$ cat src/hdl/mfes_pkg.sv
// Shared types, constants and a helper function for the MIDI file event serializer.
// Used by the divider, the sequencer, the top level and the testbench; depends on nothing.
package mfes_pkg;

   localparam int DELTA_W    = 28;
   localparam int BPM_W      = 18;
   localparam int BYTE_W     = 8;
   localparam int TEMPO_W    = 24;
   localparam int DIVIDEND_W = 34;
   localparam int DIV_STEPS  = DIVIDEND_W;
   localparam int DIV_CNT_W  = $clog2(DIV_STEPS + 1);
   localparam int BODY_BYTES = 7;
   localparam int BODY_W     = BODY_BYTES * BYTE_W;
   localparam int BODY_CNT_W = $clog2(BODY_BYTES);
   localparam int VLQ_GRP_W  = 7;

   localparam logic [DIVIDEND_W-1:0] TEMPO_DIVIDEND = 34'd15360000000;

   localparam logic [1:0] FUNC_NOTE_OFF = 2'd0;
   localparam logic [1:0] FUNC_NOTE_ON  = 2'd1;
   localparam logic [1:0] FUNC_TEMPO    = 2'd2;
   localparam logic [1:0] FUNC_TIMESIG  = 2'd3;

   localparam logic [BYTE_W-1:0] STATUS_NOTE_OFF = 8'h80;
   localparam logic [BYTE_W-1:0] STATUS_NOTE_ON  = 8'h90;
   localparam logic [BYTE_W-1:0] META_PREFIX     = 8'hFF;
   localparam logic [BYTE_W-1:0] META_TEMPO      = 8'h51;
   localparam logic [BYTE_W-1:0] META_TEMPO_LEN  = 8'h03;
   localparam logic [BYTE_W-1:0] META_TIMESIG    = 8'h58;
   localparam logic [BYTE_W-1:0] META_TIMESIG_LEN = 8'h04;

   localparam logic [BODY_CNT_W-1:0] NOTE_BODY_LAST    = 3'd2;
   localparam logic [BODY_CNT_W-1:0] TEMPO_HDR_LAST    = 3'd2;
   localparam logic [BODY_CNT_W-1:0] TEMPO_DATA_LAST   = 3'd2;
   localparam logic [BODY_CNT_W-1:0] TIMESIG_BODY_LAST = 3'd6;

   typedef struct packed {
      logic [1:0]         func;
      logic [DELTA_W-1:0] delta_ticks;
      logic [3:0]         channel;
      logic [6:0]         pitch;
      logic [6:0]         velocity;
      logic [BPM_W-1:0]   bpm_q8;
      logic [7:0]         beats;
      logic [7:0]         note_value;
      logic [7:0]         clocks_per_click;
      logic [7:0]         thirty_seconds;
   } req_type;

   typedef struct packed {
      logic               done;
      logic [TEMPO_W-1:0] tempo;
   } div_stat_type;

   typedef enum logic [2:0] {
      ST_IDLE,
      ST_DELTA,
      ST_BODY,
      ST_TEMPO_WAIT,
      ST_TEMPO_DATA
   } ser_state_type;

   function automatic logic [BYTE_W-1:0] floor_log2(input logic [BYTE_W-1:0] x);
      logic [2:0] r;
      r = 3'd0;
      for (int i = 1; i < BYTE_W; i++) begin
         if (x[i]) begin
            r = 3'(i);
         end
      end
      return {5'b0, r};
   endfunction

endpackage

$ cat src/hdl/mfes_div.sv
// Bit-serial restoring divider that turns a Q.8 tempo into microseconds per beat.
// One quotient bit per cycle, saturating at 24 bits; depends on mfes_pkg.
module mfes_div (
   input  logic                        clock,
   input  logic                        reset,
   input  logic                        load,
   input  logic [mfes_pkg::BPM_W-1:0]  divisor,
   output mfes_pkg::div_stat_type      stat
);

   logic [mfes_pkg::DIV_CNT_W-1:0]  count_ff, count_in;
   logic                            done_ff, done_in;
   logic [mfes_pkg::DIVIDEND_W-1:0] dq_ff, dq_in;
   logic [mfes_pkg::BPM_W-1:0]      rem_ff, rem_in;
   logic [mfes_pkg::BPM_W-1:0]      dvs_ff, dvs_in;
   logic [mfes_pkg::BPM_W:0]        trial;
   logic [mfes_pkg::BPM_W+1:0]      diff;
   logic                            qbit;

   assign trial = {rem_ff, dq_ff[mfes_pkg::DIVIDEND_W-1]};
   assign diff  = {1'b0, trial} - {2'b00, dvs_ff};
   assign qbit  = ~diff[mfes_pkg::BPM_W+1];

   always_comb begin
      count_in = count_ff;
      done_in  = done_ff;
      dq_in    = dq_ff;
      rem_in   = rem_ff;
      dvs_in   = dvs_ff;
      if (load) begin
         count_in = mfes_pkg::DIV_CNT_W'(mfes_pkg::DIV_STEPS);
         done_in  = 1'b0;
         dq_in    = mfes_pkg::TEMPO_DIVIDEND;
         rem_in   = '0;
         dvs_in   = divisor;
      end else if (count_ff != '0) begin
         count_in = count_ff - 1'b1;
         done_in  = (count_ff == mfes_pkg::DIV_CNT_W'(1));
         dq_in    = {dq_ff[mfes_pkg::DIVIDEND_W-2:0], qbit};
         rem_in   = qbit ? diff[mfes_pkg::BPM_W-1:0] : trial[mfes_pkg::BPM_W-1:0];
      end
   end

   always_ff @(posedge clock) begin
      if (reset) begin
         count_ff <= '0;
         done_ff  <= 1'b0;
      end else begin
         count_ff <= count_in;
         done_ff  <= done_in;
      end
      dq_ff  <= dq_in;
      rem_ff <= rem_in;
      dvs_ff <= dvs_in;
   end

   assign stat.done  = done_ff;
   assign stat.tempo = (dq_ff[mfes_pkg::DIVIDEND_W-1:mfes_pkg::TEMPO_W] != '0) ?
                       {mfes_pkg::TEMPO_W{1'b1}} : dq_ff[mfes_pkg::TEMPO_W-1:0];

endmodule

$ cat src/hdl/mfes_ser.sv
// Byte sequencer: shifts out the delta-time groups and the event body one byte per cycle,
// pausing while it waits for the tempo quotient from mfes_div; depends on mfes_pkg.
module mfes_ser (
   input  logic                          clock,
   input  logic                          reset,
   input  logic                          load,
   input  mfes_pkg::req_type             req,
   input  mfes_pkg::div_stat_type        div,
   output logic                          busy,
   output logic                          out_strobe,
   output logic [mfes_pkg::BYTE_W-1:0]   out_byte,
   output logic                          out_last
);

   mfes_pkg::ser_state_type             state_ff, state_in;
   logic [mfes_pkg::DELTA_W-1:0]        delta_ff, delta_in;
   logic [1:0]                          vlq_cnt_ff, vlq_cnt_in;
   logic [mfes_pkg::BODY_W-1:0]         body_ff, body_in;
   logic [mfes_pkg::BODY_CNT_W-1:0]     body_cnt_ff, body_cnt_in;
   logic                                tempo_ff, tempo_in;
   logic                                strobe_ff, strobe_in;
   logic [mfes_pkg::BYTE_W-1:0]         byte_ff, byte_in;
   logic                                last_ff, last_in;
   logic [1:0]                          grp_extra;
   logic [mfes_pkg::DELTA_W-1:0]        delta_aligned;
   logic [mfes_pkg::BYTE_W-1:0]         status;
   logic [mfes_pkg::BODY_W-1:0]         body_load;
   logic [mfes_pkg::BODY_CNT_W-1:0]     body_cnt_load;

   always_comb begin
      priority if (req.delta_ticks[27:21] != '0) begin
         grp_extra = 2'd3;
      end else if (req.delta_ticks[20:14] != '0) begin
         grp_extra = 2'd2;
      end else if (req.delta_ticks[13:7] != '0) begin
         grp_extra = 2'd1;
      end else begin
         grp_extra = 2'd0;
      end
   end

   always_comb begin
      unique case (grp_extra)
         2'd3:    delta_aligned = req.delta_ticks;
         2'd2:    delta_aligned = {req.delta_ticks[20:0], 7'b0};
         2'd1:    delta_aligned = {req.delta_ticks[13:0], 14'b0};
         default: delta_aligned = {req.delta_ticks[6:0], 21'b0};
      endcase
   end

   assign status = ((req.func == mfes_pkg::FUNC_NOTE_ON) ? mfes_pkg::STATUS_NOTE_ON
                                                          : mfes_pkg::STATUS_NOTE_OFF)
                   | {4'b0, req.channel};

   always_comb begin
      unique case (req.func)
         mfes_pkg::FUNC_NOTE_OFF, mfes_pkg::FUNC_NOTE_ON: begin
            body_load     = {status, 1'b0, req.pitch, 1'b0, req.velocity, 32'b0};
            body_cnt_load = mfes_pkg::NOTE_BODY_LAST;
         end
         mfes_pkg::FUNC_TEMPO: begin
            body_load     = {mfes_pkg::META_PREFIX, mfes_pkg::META_TEMPO,
                             mfes_pkg::META_TEMPO_LEN, 32'b0};
            body_cnt_load = mfes_pkg::TEMPO_HDR_LAST;
         end
         default: begin
            body_load     = {mfes_pkg::META_PREFIX, mfes_pkg::META_TIMESIG,
                             mfes_pkg::META_TIMESIG_LEN, req.beats,
                             mfes_pkg::floor_log2(req.note_value),
                             req.clocks_per_click, req.thirty_seconds};
            body_cnt_load = mfes_pkg::TIMESIG_BODY_LAST;
         end
      endcase
   end

   // Next state.
   always_comb begin
      state_in = state_ff;
      unique case (state_ff)
         mfes_pkg::ST_IDLE: begin
            if (load) begin
               state_in = mfes_pkg::ST_DELTA;
            end
         end
         mfes_pkg::ST_DELTA: begin
            if (vlq_cnt_ff == '0) begin
               state_in = mfes_pkg::ST_BODY;
            end
         end
         mfes_pkg::ST_BODY: begin
            if (body_cnt_ff == '0) begin
               state_in = tempo_ff ? mfes_pkg::ST_TEMPO_WAIT : mfes_pkg::ST_IDLE;
            end
         end
         mfes_pkg::ST_TEMPO_WAIT: begin
            if (div.done) begin
               state_in = mfes_pkg::ST_TEMPO_DATA;
            end
         end
         mfes_pkg::ST_TEMPO_DATA: begin
            if (body_cnt_ff == '0) begin
               state_in = mfes_pkg::ST_IDLE;
            end
         end
         default: state_in = mfes_pkg::ST_IDLE;
      endcase
   end

   // Datapath and outputs.
   always_comb begin
      delta_in    = delta_ff;
      vlq_cnt_in  = vlq_cnt_ff;
      body_in     = body_ff;
      body_cnt_in = body_cnt_ff;
      tempo_in    = tempo_ff;
      strobe_in   = 1'b0;
      byte_in     = byte_ff;
      last_in     = 1'b0;
      unique case (state_ff)
         mfes_pkg::ST_IDLE: begin
            if (load) begin
               delta_in    = delta_aligned;
               vlq_cnt_in  = grp_extra;
               body_in     = body_load;
               body_cnt_in = body_cnt_load;
               tempo_in    = (req.func == mfes_pkg::FUNC_TEMPO);
            end
         end
         mfes_pkg::ST_DELTA: begin
            strobe_in  = 1'b1;
            byte_in    = {vlq_cnt_ff != '0, delta_ff[27:21]};
            delta_in   = {delta_ff[20:0], 7'b0};
            vlq_cnt_in = vlq_cnt_ff - 1'b1;
         end
         mfes_pkg::ST_BODY, mfes_pkg::ST_TEMPO_DATA: begin
            strobe_in   = 1'b1;
            byte_in     = body_ff[mfes_pkg::BODY_W-1 -: mfes_pkg::BYTE_W];
            body_in     = {body_ff[mfes_pkg::BODY_W-mfes_pkg::BYTE_W-1:0],
                           {mfes_pkg::BYTE_W{1'b0}}};
            body_cnt_in = body_cnt_ff - 1'b1;
            last_in     = (body_cnt_ff == '0) &&
                          ((state_ff == mfes_pkg::ST_TEMPO_DATA) || !tempo_ff);
         end
         mfes_pkg::ST_TEMPO_WAIT: begin
            if (div.done) begin
               body_in     = {div.tempo, 32'b0};
               body_cnt_in = mfes_pkg::TEMPO_DATA_LAST;
            end
         end
         default: begin
         end
      endcase
   end

   always_ff @(posedge clock) begin
      if (reset) begin
         state_ff  <= mfes_pkg::ST_IDLE;
         strobe_ff <= 1'b0;
         last_ff   <= 1'b0;
      end else begin
         state_ff  <= state_in;
         strobe_ff <= strobe_in;
         last_ff   <= last_in;
      end
      delta_ff    <= delta_in;
      vlq_cnt_ff  <= vlq_cnt_in;
      body_ff     <= body_in;
      body_cnt_ff <= body_cnt_in;
      tempo_ff    <= tempo_in;
      byte_ff     <= byte_in;
   end

   assign busy       = (state_ff != mfes_pkg::ST_IDLE);
   assign out_strobe = strobe_ff;
   assign out_byte   = byte_ff;
   assign out_last   = last_ff;

endmodule

$ cat src/hdl/midi_file_event_serializer_top.sv
// Top level of the MIDI file event serializer: command handshake, tempo divider, byte sequencer.
// Instantiates mfes_div and mfes_ser; depends on mfes_pkg.
//
// An event is taken at a rising edge where start is high and busy is low; all req_ ports
// are sampled at that edge. The block then emits the event's Standard MIDI File bytes,
// one word per cycle on rsp_out_byte, except while set tempo waits for the divider; each
// word is marked by rsp_strobe for one cycle, with rsp_last high on the final word. The
// delta time comes first as 1 to 4 words. The first word is registered: the accepting
// edge moves the sequencer into its delta state, and the word then passes through the
// output register. Set tempo waits for the 34-step bit-serial divider that starts at the
// accepting edge; the header words go out while it runs, the data words after it is done.
// A new event can be taken once busy is low again; none is taken while busy is high.
// Synchronous reset returns the block to idle and drops any event in progress.
// The receiver cannot stall: every word must be taken in the cycle it is shown.
module midi_file_event_serializer_top (
   input  logic                              clock,
   input  logic                              reset,
   input  logic                              start,
   output logic                              busy,
   input  logic [1:0]                        req_func,
   input  logic [mfes_pkg::DELTA_W-1:0]      req_delta_ticks,
   input  logic [3:0]                        req_channel,
   input  logic [6:0]                        req_pitch,
   input  logic [6:0]                        req_velocity,
   input  logic [mfes_pkg::BPM_W-1:0]        req_bpm_q8,
   input  logic [7:0]                        req_beats,
   input  logic [7:0]                        req_note_value,
   input  logic [7:0]                        req_clocks_per_click,
   input  logic [7:0]                        req_thirty_seconds,
   output logic                              rsp_strobe,
   output logic [mfes_pkg::BYTE_W-1:0]       rsp_out_byte,
   output logic                              rsp_last
);

   logic                   accept;
   mfes_pkg::req_type      req;
   mfes_pkg::div_stat_type div_stat;

   assign accept = start & ~busy;

   assign req.func             = req_func;
   assign req.delta_ticks      = req_delta_ticks;
   assign req.channel          = req_channel;
   assign req.pitch            = req_pitch;
   assign req.velocity         = req_velocity;
   assign req.bpm_q8           = req_bpm_q8;
   assign req.beats            = req_beats;
   assign req.note_value       = req_note_value;
   assign req.clocks_per_click = req_clocks_per_click;
   assign req.thirty_seconds   = req_thirty_seconds;

   mfes_div u_div (
      .clock   (clock),
      .reset   (reset),
      .load    (accept),
      .divisor (req.bpm_q8),
      .stat    (div_stat)
   );

   mfes_ser u_ser (
      .clock      (clock),
      .reset      (reset),
      .load       (accept),
      .req        (req),
      .div        (div_stat),
      .busy       (busy),
      .out_strobe (rsp_strobe),
      .out_byte   (rsp_out_byte),
      .out_last   (rsp_last)
   );

endmodule

$ cat config.mk
export PLATFORM = sky130hd
export DESIGN_NAME = midi_file_event_serializer_top
export DESIGN_NICKNAME = d
export VERILOG_FILES = /design/src/hdl/mfes_pkg.sv /design/src/hdl/mfes_div.sv /design/src/hdl/mfes_ser.sv /design/src/hdl/midi_file_event_serializer_top.sv
export SDC_FILE = /design/constraint.sdc
export NUM_CORES = 1
export LEC_CHECK = 0
export BUFFER_PORTS_ARGS = -buffer_cell sky130_fd_sc_hd__buf_4
export CORE_ASPECT_RATIO = 1.5
export CORE_MARGIN = 4
export CORE_UTILIZATION = 45
export CTS_CLUSTER_SIZE = 25
export DETAILED_ROUTE_END_ITERATION = 10
export GPL_ROUTABILITY_DRIVEN = 0
export PLACE_DENSITY = 0.67
export SLEW_MARGIN = 5
export SYNTH_ARGS = -nofsm -noshare
export SYNTH_HDL_FRONTEND = slang
export SYNTH_SLANG_ARGS = --single-unit
$ cat constraint.sdc
create_clock -name clock -period 9 [get_ports clock]
set_input_delay 1.8 -clock clock [delete_from_list [all_inputs] [get_ports clock]]
set_output_delay 1.8 -clock clock [all_outputs]
set_load 0.05 [all_outputs]
# ---- After elaboration in Yosys (flattened, before gate mapping)
# Index checks and enable logic that the tools add are counted.
dict set report op_classes {
  addsub 4
  n_eq_ne 15
  mux 37
  bitwise 5
  reduce_logical 28
}
# op count
set ops {}
lappend ops {{$pmux W56 S3} 1}
lappend ops {{$mux W56} 2}
lappend ops {{$pmux W56 S2} 1}
lappend ops {{$pmux W28 S3} 1}
lappend ops {{$pmux W28 S2} 1}
lappend ops {{$mux W3} 12}
lappend ops {{$mux W28} 1}
lappend ops {{$mux W24} 1}
lappend ops {{$reduce_bool A7 Y1} 3}
lappend ops {{$sub A19 B18 Y20} 1}
lappend ops {{$mux W18} 1}
lappend ops {{$pmux W8 S2} 1}
lappend ops {{$pmux W3 S5} 1}
lappend ops {{$mux W2} 6}
lappend ops {{$mux W6} 2}
lappend ops {{$reduce_bool A10 Y1} 1}
lappend ops {{$pmux W3 S3} 1}
lappend ops {{$or A8 B4 Y8} 1}
lappend ops {{$reduce_bool A2 Y1} 4}
lappend ops {{$reduce_or A2 Y1} 4}
lappend ops {{$eq A2 B2 Y1 const B} 3}
lappend ops {{$eq A3 B2 Y1 const B} 2}
lappend ops {{$eq A6 B1 Y1 const B} 1}
lappend ops {{$logic_not A3 Y1} 2}
lappend ops {{other kinds (23)} 35}
dict set report word_totals {
  regBits 180
  in_bits 101
}

# ---- Logic depth before layout (Yosys ltp)
# Gate-level depths: netlist of run 1.
dict set report depth {
  ltp_word 10
  mapped_depth 11
  depth_no_buf 11
}

# ---- Cells and area by module
# Synthesis of run 1 repeated with hierarchy kept, for this count alone.
dict set report hier_totals {
  hier_cells 901
  area_unflattened_um2 9041.2
}
# mod instances cells_per_inst area_each_um2 seq_area_each_um2
set modules_own_cells {}
lappend modules_own_cells {mfes_ser 1 456 5091.1 3042.9}
lappend modules_own_cells {mfes_div 1 444 3936.3 1721.7}
lappend modules_own_cells {midi_file_event_serializer_top 1 1 13.8 0.0}

# ---- Worst setup path before layout of run 1
# OpenSTA, ideal clock, no wires.
dict set report synth_timing {
  path_type {input-to-reg}
  start {input start}
  end {register u_ser.body_cnt_ff[0] in the netlist's numbering, enable pin}
  setup_ps 566
  arrival_time_ps 6195
  slack_ps 2239
  stages 2
  path_buffers 0
  path_cell_list {o211ai_1 -> a21boi_0}
}
dict set report synth_between {
  elab_chain_len 3
}
# item line
set synth_rtl {}
lappend synth_rtl {{from (decl)} midi_file_event_serializer_top.sv:18} ;# input logic start,
lappend synth_rtl {{$and A1 B1 Y1} midi_file_event_serializer_top.sv:39} ;# assign accept = start & ~busy;
lappend synth_rtl {{$ne A2 B2 Y1 (no source line)} n/a}
lappend synth_rtl {{$reduce_and A3 Y1 (no source line)} n/a}
lappend synth_rtl {{to (signal assigned)} mfes_ser.sv:168} ;# body_cnt_ff <= body_cnt_in;
lappend synth_rtl {{to (decl)} mfes_ser.sv:19} ;# logic [mfes_pkg::BODY_CNT_W-1:0] body_cnt_ff, body_cnt_in;
# Every way passes these cells.
# A chain may end at the register's enable or synchronous reset.

# ---- Worst setup path after layout of run 1
dict set report layout_timing {
  start {input req_delta_ticks[24] in the netlist's numbering}
  end {register u_ser.delta_ff[16] in the netlist's numbering, data pin}
}
dict set report layout_between {
  elab_chain_len 6
}
# item line
set layout_rtl {}
lappend layout_rtl {{from (decl)} midi_file_event_serializer_top.sv:21} ;# input logic [mfes_pkg::DELTA_W-1:0] req_delta_ticks,
lappend layout_rtl {{$reduce_bool A7 Y1 *} mfes_ser.sv:31} ;# priority if (req.delta_ticks[27:21] != '0) begin
lappend layout_rtl {{$mux W2 *} mfes_ser.sv:31}
lappend layout_rtl {{$eq A2 B1 Y1 or $eq A2 B2 Y1 (tied branches)} mfes_ser.sv:43} ;# unique case (grp_extra)
lappend layout_rtl {{$pmux W28 S3 *} mfes_ser.sv:43}
lappend layout_rtl {{$mux W28 *} mfes_ser.sv:121} ;# if (load) begin
lappend layout_rtl {{$pmux W28 S2 *} mfes_ser.sv:119} ;# unique case (state_ff)
lappend layout_rtl {{via u_ser.delta_in (one bit)} mfes_ser.sv:16} ;# logic [mfes_pkg::DELTA_W-1:0] delta_ff, delta_in;
lappend layout_rtl {{to (signal assigned)} mfes_ser.sv:165} ;# delta_ff <= delta_in;
lappend layout_rtl {{to (decl)} mfes_ser.sv:16}
# Mark *: on every way through the listed nets, which the timed path passes. The rest lies on a longest branch. The select of a mux whose other input is x is not followed.

==> flow_summary.yaml, run 1 <==
timing:
  period_needed_ns: 4.32
  finalClockSkew_ns: 0.00942
  relSlewSlack: 0.368
  whs_ns: 0.465
  setup_viol: 0
  worst_slack_ns: 4.68
  tightest_slew_ns: 0.944
  slew_viol_final: 0
  timing.fmax_mhz: 231
  finalHoldViolCount: 0
  finalCritPeriodShare: 0.480
  rsz0062_at_grt: "no"
  finalSetupTns_ns: 0
detailed_routing:
  wl_per_cell_um: 15.7
  drtIter0Drc: 472
  vias_per_cell: 5.46
  ant_nets: 0
  vias: 6712
  drcViolationCount: 0
  firstDrtPassIters: 9
  wl_um: 19200
clocking:
  hold_buffers: 0
  clock_latency_ns: 0.43
  htreeDepth: 4
  cts_tree: "done"
  clock-sinks: 180
  cts-resized-gates: 0
  cts_made_buffers: 17
  post_cts_buffers: 0
  cts_root_buf: "clkbuf_16"
  clock_path_buffers: 2
  path_clk_slew_ns: 0.07
finish:
  layout-drive-gt1-share: 0.165
  fin_area_um2: 10200
  nets: 1089
  final_common_cell: "nand2_1"
  final_cell_mix: "157 x nand2_1, 120 x buf_4, 116 x edfxtp_1"
  diodes: 0
  area_delta_synth_final_pct: 18.6
synthesis:
  synthTopCellsByArea: "edfxtp_1 40%, dfxtp_1 15%, nand2_1 6.8%"
  synth.yosys.warnings: 0
  yosysSeqAreaShare: 0.551
  syn-num-nets: 1003
  synth-async-reset-ratio: 0
  synth_area_per_cell_um2: 9.84
  synth_flop_cell: "edfxtp_1"
  yosysTopAreaCell: "edfxtp_1"
  synth_edf_count: 116
  syn_inst: 878
  synth-seq-cells: 180
  synth_cell_type_count: 58
  synthesis.area_um2: 8640
  synth_top_area_frac: 0.403
pwr:
  peakVddDrop_v: 0.000160
  p_per_area_nw_per_um2: 357
  p_leak_nw: 4.14
critical_path:
  r2r-start: "u_div.dq_ff[33]"
  cp_top_family: "simple AND/OR/NAND/NOR gates"
  slowest_delay_ns: 0.95
  cp-startpoint: "req_delta_ticks[24]"
  crit_path_top_delay_cell: "nor2_1"
  critPathBufInv: 1
  crit_chain: "buf_4 > nor4_1 > nand2_1 > nor2_1 > a222oi_1 > a21oi_1"
  cp.required_ns: 9.28
  crit_arrival_ns: 4.61
  start_kind: "input pin"
  worstSetupPathType: "input pin to flop"
  end_kind: "flop"
  cp_max_fo: 30
die:
  std_cell_rows: 61
  dieArea_um2: 21500
  core_um2: 18700
  die_h_um: 178
  start_util: 0.462
  die_w_um: 121
  ioPinCount: 112
global_route:
  grt_pass1_wl_um: 30800
  grt_pass1_vias: 6356
  track_usage: 0.178
  grt-ovfl-total: 0
  grt_max_degree: 63
  antenna_found_initial: 0
hold_path:
  hp-start: "u_div.dq_ff[3]"
  min_path_type: "flop to flop"
outcome:
  outcome: "complete, no violations"
place:
  place_hpwl_um: 13200
  dpl_worst_slack_ns: 4.22
  portBuffers: 110
  placed_area_um2: 9680
run:
  drv_cap: 0
-- worst register-to-register path, delay by kind of cell, from the launching register on --
kind | cells | cell delay (ns)
compound gates | 6 | 1.41
buf+inv | 2 | 0.14
fa+ha+maj | 2 | 0.59
flops | 1 | 0.33
simple gates | 1 | 0.30
-- cell type report --
class	count	area (um2)
fill	1662	8450
sequential	180	4760
multi-input combinational	609	3560
timing repair buffer	120	901
clock buffer	17	425
tap	252	315
clock inverter	15	144
inverter	36	135
-- cells in the mapped netlist (all sizes together) (2+ instances only) --
| master | count |
|---|---|
| inv | 36 |
| nand3 | 30 |
| nor3b | 2 |
| a21o | 5 |
| a22oi | 10 |
| nand2b | 6 |
| a221oi | 11 |
| nand2 | 157 |
| o21bai | 9 |
| a21oi | 87 |
| a31oi | 2 |
| ha | 23 |
| o21ai | 62 |
| xnor2 | 7 |
| o31ai | 2 |
| dfxtp | 64 |
| nor2 | 55 |
| and3 | 9 |
| a22o | 16 |
| o311ai | 2 |
| or3 | 2 |
| nor4b | 2 |
| buf | 9 |
| o211ai | 7 |
| edfxtp | 116 |
| a211oi | 8 |
| mux2i | 15 |
| a222oi | 7 |
| nor2b | 2 |
| o21a | 4 |
| nand4 | 4 |
| xor2 | 7 |
| or2 | 2 |
| nor3 | 14 |
| clkbuf | 44 |
| and2 | 15 |
| nor4 | 11 |
-- state kept, by name, indices dropped and copies added, names as in the netlist --
signal             cells
u_ser.state_ff         3
u_div.count_ff         6
u_div.done_ff          1
u_ser.body_cnt_ff      3
u_ser.vlq_cnt_ff       2
u_ser.out_last         1
u_ser.body_ff         56
u_div.dq_ff           34
u_div.dvs_ff          18
u_ser.out_byte         8
u_ser.out_strobe       1
u_ser.delta_ff        28
u_ser.tempo_ff         1
u_div.rem_ff          18
-- worst paths after layout --
| kind | depth (start not counted) | endpoint | slack [ns] |
|---|---|---|---|
| worst max-delay path | 6 | u_ser.delta_ff[16] | 4.68 |
| worst min-delay path | 2 | u_div.dq_ff[3] | 0.47 |
| worst max register to register | 11 | u_div.rem_ff[16] | 6.17 |
| worst min register to register | 2 | u_div.dq_ff[3] | 0.47 |
-- metal layers --
metal  global-route usage  vias to the layer above  share of wire  wire length (um)
met5                    0                        -              0                 0
met4               0.0556                        0          0.014               262
met3               0.0313                       18          0.039               743
met2                0.335                      131           0.56             10700
met1                0.203                     3209           0.39              7500
li1                     -                     3354              -                 -
-- per-stage QoR --
| step | instances | utilization | power [mW] |
|---|---|---|---|
| floorplan | 878 | - | 2.59 |
| global placement | 1197 | 0.518 | 2.92 |
| detailed placement | 1197 | 0.518 | 2.97 |
| CTS | 1229 | 0.548 | 3.69 |
| global route | 1229 | 0.548 | 3.93 |
| finish | 1229 | 0.548 | 3.65 |
-- kinds of logic after synthesis --
kind of cell	Yosys count	share of synthesized area
AND/OR/NAND/NOR	314	0.167
AO/OA/AOI/OAI	242	0.176
XOR/XNOR	14	0.0142
flip-flops	180	0.551
buffers and inverters	89	0.0391
adder cells (fa/ha/maj)	24	0.0356
multiplexers	15	0.0174
-- power by group --
group / internal [mW] / switching [mW] / leakage [nW]
logic: 0.529 / 0.955 / 2.23
clock network: 0.388 / 0.331 / 0.273
registers: 1.31 / 0.144 / 1.64
total: 2.22 / 1.43 / 4.14
Power figures use the tool's default switching activity.
==> run 2, diff against run 1 <==
Clock period 9 ns to 4.28 ns, I/O delays scaled along.
==> flow_summary.yaml, run 2 (same netlist as run 1, synthesis figures left out) <==
outcome:
  outcome: "complete, no violations"
timing:
  timing.fmax_mhz: 348
  worst_slack_ns: 1.41
  finalSetupTns_ns: 0
  finalCritPeriodShare: 0.672
  whs_ns: 0.465
  finalHoldViolCount: 0
  finalClockSkew_ns: 0.00939
  rsz0062_at_grt: "no"
  relSlewSlack: 0.361
  setup_viol: 0
  tightest_slew_ns: 0.955
  period_needed_ns: 2.87
  slew_viol_final: 0
detailed_routing:
  wl_per_cell_um: 15.2
  drtIter0Drc: 473
  vias: 6654
  firstDrtPassIters: 7
  drcViolationCount: 0
  ant_nets: 0
  vias_per_cell: 5.40
  wl_um: 18800
clocking:
  cts_tree: "done"
  hold_buffers: 0
  path_clk_slew_ns: 0.07
  cts_root_buf: "clkbuf_16"
  clock_latency_ns: 0.42
  clock-sinks: 180
  post_cts_buffers: 0
  htreeDepth: 4
  cts_made_buffers: 17
  cts-resized-gates: 0
  clock_path_buffers: 2
finish:
  final_cells: 1232
  area_delta_synth_final_pct: 18.6
  fin_area_um2: 10300
  largest_register: "u_ser.body_ff"
  layout-drive-gt1-share: 0.163
  diodes: 0
  seq_area_um2: 4760
  nets: 1092
  multi_input_area_um2: 3560
  final_common_cell: "nand2_1"
  final_cell_mix: "157 x nand2_1, 123 x buf_4, 116 x edfxtp_1"
  reg.largest.list: "u_ser.body_ff (56), u_div.dq_ff (34), u_ser.delta_ff (28)"
  postLayoutCoreUtil: 0.548
  fill_cells: 1737
  largest_reg_flops: 56
global_route:
  track_usage: 0.175
  grt-ovfl-total: 0
  grt_max_degree: 63
  grt_pass1_wl_um: 30400
  grt_pass1_vias: 6388
  antenna_found_initial: 0
die:
  die_w_um: 121
  std_cell_rows: 61
  die_h_um: 178
  core_um2: 18700
  dieArea_um2: 21500
  ioPinCount: 112
  start_util: 0.462
place:
  place_hpwl_um: 13000
  placed_area_um2: 9700
  portBuffers: 110
  dp.cells: 1200
  dpl_worst_slack_ns: 1.13
pwr:
  p_leak_nw: 4.13
  p_per_area_nw_per_um2: 744
  power.total_mw: 7.63
  peakVddDrop_v: 0.000444
critical_path:
  start_kind: "flop"
  worstSetupPathType: "flop to flop"
  crit_arrival_ns: 3.23
  end_kind: "flop"
  cp_max_fo: 3
  cp.required_ns: 4.64
hold_path:
  min_path_type: "flop to flop"
run:
  drv_cap: 0
run 2: layer usage:
metal | up-vias | track usage | share of wire
li1 | 3358 | - | -
met1 | 3133 | 0.208 | 0.41
met2 | 142 | 0.318 | 0.54
met3 | 21 | 0.0332 | 0.037
met4 | 0 | 0.0556 | 0.016
met5 | - | 0 | 0
run 2: power breakdown:
part           switching [mW]  total (mW)  internal [mW]
clock network           0.640        1.46          0.818
logic                    2.00        3.12           1.12
registers               0.308        3.06           2.75
total                    2.94        7.63           4.68
run 2: critical path, stage by stage (launching register included):
cell and delay [ns]:
dfxtp_1 0.33, inv_1 0.07, ha_1 0.17, inv_1 0.06, fa_1 0.41, a211oi_1 0.35, o21bai_1 0.19, o21ai_1 0.32
a21oi_1 0.14, o21ai_0 0.17, or3b_2 0.46, a21oi_1 0.13
run 2: layout make-up:
type,instances,area share
Inverter,36,0.0132
Clock buffer,21,0.0439
Tap cell,252,0.0308
Multi-Input combinational cell,609,0.347
Timing Repair Buffer,123,0.0901
Clock inverter,11,0.0100
Sequential cell,180,0.465
run 2: worst paths after layout:
check / from / end / slack [ns] / cells after the start
worst max-delay path: u_div.dq_ff[33] / u_div.rem_ff[14] / 1.41 / 11
worst min-delay path: u_div.dq_ff[13] / u_div.dq_ff[13] / 0.46 / 2
worst max register to register: u_div.dq_ff[33] / u_div.rem_ff[14] / 1.41 / 11
worst min register to register: u_div.dq_ff[13] / u_div.dq_ff[13] / 0.46 / 2
==> run 3, diff against run 2 <==
Clock period 4.28 ns to 2.8 ns, I/O delays scaled along.
==> flow_summary.yaml, run 3 (same netlist as run 1, synthesis figures left out) <==
outcome:
  outcome: "complete, no violations"
timing:
  finalHoldViolCount: 0
  finalClockSkew_ns: 0.0110
  relSlewSlack: 0.337
  timing.fmax_mhz: 383
  setup_viol: 0
  rsz0062_at_grt: "no"
  period_needed_ns: 2.61
  tightest_slew_ns: 0.991
  finalSetupTns_ns: 0
  finalCritPeriodShare: 0.933
  worst_slack_ns: 0.188
  slew_viol_final: 0
critical_path:
  start_kind: "flop"
  cp.required_ns: 3.16
  cp_max_fo: 3
  worstSetupPathType: "flop to flop"
  end_kind: "flop"
  crit_arrival_ns: 2.98
detailed_routing:
  wl_per_cell_um: 15.9
  drcViolationCount: 0
  ant_nets: 0
  vias: 6728
  vias_per_cell: 5.40
  firstDrtPassIters: 7
  wl_um: 19700
  drtIter0Drc: 541
pwr:
  pwr-share-seq: 0.384
  switching_share: 0.376
  p_leak_nw: 4.27
  combPwrFrac: 0.406
  p_sw_mw: 4.57
  peakVddDrop_v: 0.000553
  p_per_area_nw_per_um2: 1160
  intPower_mw: 7.57
  clockPowerShare: 0.210
clocking:
  path_clk_slew_ns: 0.06
  clock_path_buffers: 2
  post_cts_buffers: 0
  clock_latency_ns: 0.43
  clock-sinks: 180
  cts_tree: "done"
  htreeDepth: 4
  cts_root_buf: "clkbuf_16"
  cts_made_buffers: 17
  hold_buffers: 0
die:
  ioPinCount: 112
  core_um2: 18700
  dieArea_um2: 21500
  die_h_um: 178
  start_util: 0.462
  std_cell_rows: 61
  die_w_um: 121
hold_path:
  min_path_type: "input pin to flop"
finish:
  largest_reg_flops: 56
  fill_cells: 1667
  postLayoutCoreUtil: 0.559
  final_common_cell: "nand2_1"
  largest_register: "u_ser.body_ff"
  seq_area_um2: 4760
  diodes: 0
  nets: 1105
  area_delta_synth_final_pct: 21.1
  layout-drive-gt1-share: 0.178
  reg.largest.list: "u_ser.body_ff (56), u_div.dq_ff (34), u_ser.delta_ff (28)"
  multi_input_area_um2: 3570
  final_cell_mix: "157 x nand2_1, 134 x buf_4, 116 x edfxtp_1"
global_route:
  grt_max_degree: 63
  grt-ovfl-total: 0
  track_usage: 0.183
  grt_pass1_vias: 6483
  antenna_found_initial: 0
  grt_pass1_wl_um: 31300
place:
  portBuffers: 110
  place_hpwl_um: 13800
  dpl_worst_slack_ns: 0.144
run:
  drv_cap: 0
==> run 3: through the flow <==
stage | instances | hold slack, ns | instance area [um2] | total power, mW
6_report | 1245 | 0.304 | 10500 | 12.1
5_1_grt | 1245 | 0.285 | 10500 | 13.0
4_1_cts | 1245 | 0.279 | 10500 | 12.3
3_5_place_dp | 1213 | 0.460 | 9820 | 9.68
3_3_place_gp | 1213 | 0.453 | 9820 | 9.57
2_1_floorplan | 878 | 0.442 | 8650 | 8.28
==> run 3: path summary, 6_finish.rpt <==
kind | startpoint | to | slack, ns | cells past startpoint
worst max-delay path | u_div.dq_ff[33] | u_div.rem_ff[14] | 0.19 | 12
worst min-delay path | req_bpm_q8[13] | u_div.dvs_ff[13] | 0.30 | 1
worst max register to register | u_div.dq_ff[33] | u_div.rem_ff[14] | 0.19 | 12
worst min register to register | u_div.dq_ff[3] | u_div.dq_ff[3] | 0.47 | 2
==> run 3: area by class of cell <==
| cell class | count | area share |
|---|---|---|
| repair buffers | 136 | 0.100 |
| flip-flops and latches | 180 | 0.455 |
| well taps | 252 | 0.0301 |
| inverters | 36 | 0.0129 |
| multi-input cells | 609 | 0.341 |
| clock inverters | 12 | 0.0169 |
| clock buffers | 20 | 0.0437 |
==> run 3: critical path, stage by stage, from the launching register on <==
cell and delay [ns]:
dfxtp_1 0.33, inv_1 0.08, ha_1 0.16, inv_1 0.05, fa_1 0.40, a211oi_2 0.27, o21bai_1 0.15, o21ai_1 0.14
buf_4 0.15, a21oi_1 0.08, o21ai_0 0.16, or3b_2 0.45, a21oi_1 0.13
==> run 3: power groups by stage <==
stage / registers, mW / clock network (mW) / logic [mW]
floorplan: 4.79 / 0 / 3.49
global placement: 4.70 / 0 / 4.88
detailed placement: 4.72 / 0 / 4.96
CTS: 4.67 / 2.60 / 4.98
global route: 4.76 / 2.73 / 5.53
finish: 4.67 / 2.55 / 4.94
==> run 3: routing by layer <==
metal | GRT usage | up-vias | wire length, um
li1 | - | 3387 | -
met1 | 0.208 | 3170 | 7870
met2 | 0.337 | 136 | 10700
met3 | 0.0309 | 35 | 709
met4 | 0.0776 | 0 | 502
met5 | 0 | - | 0
==> run 3: what timing repair did <==
action,in CTS,in global routing
setup endpoints to repair,0,2
hold endpoints to repair,0,0
resized for setup,0,1
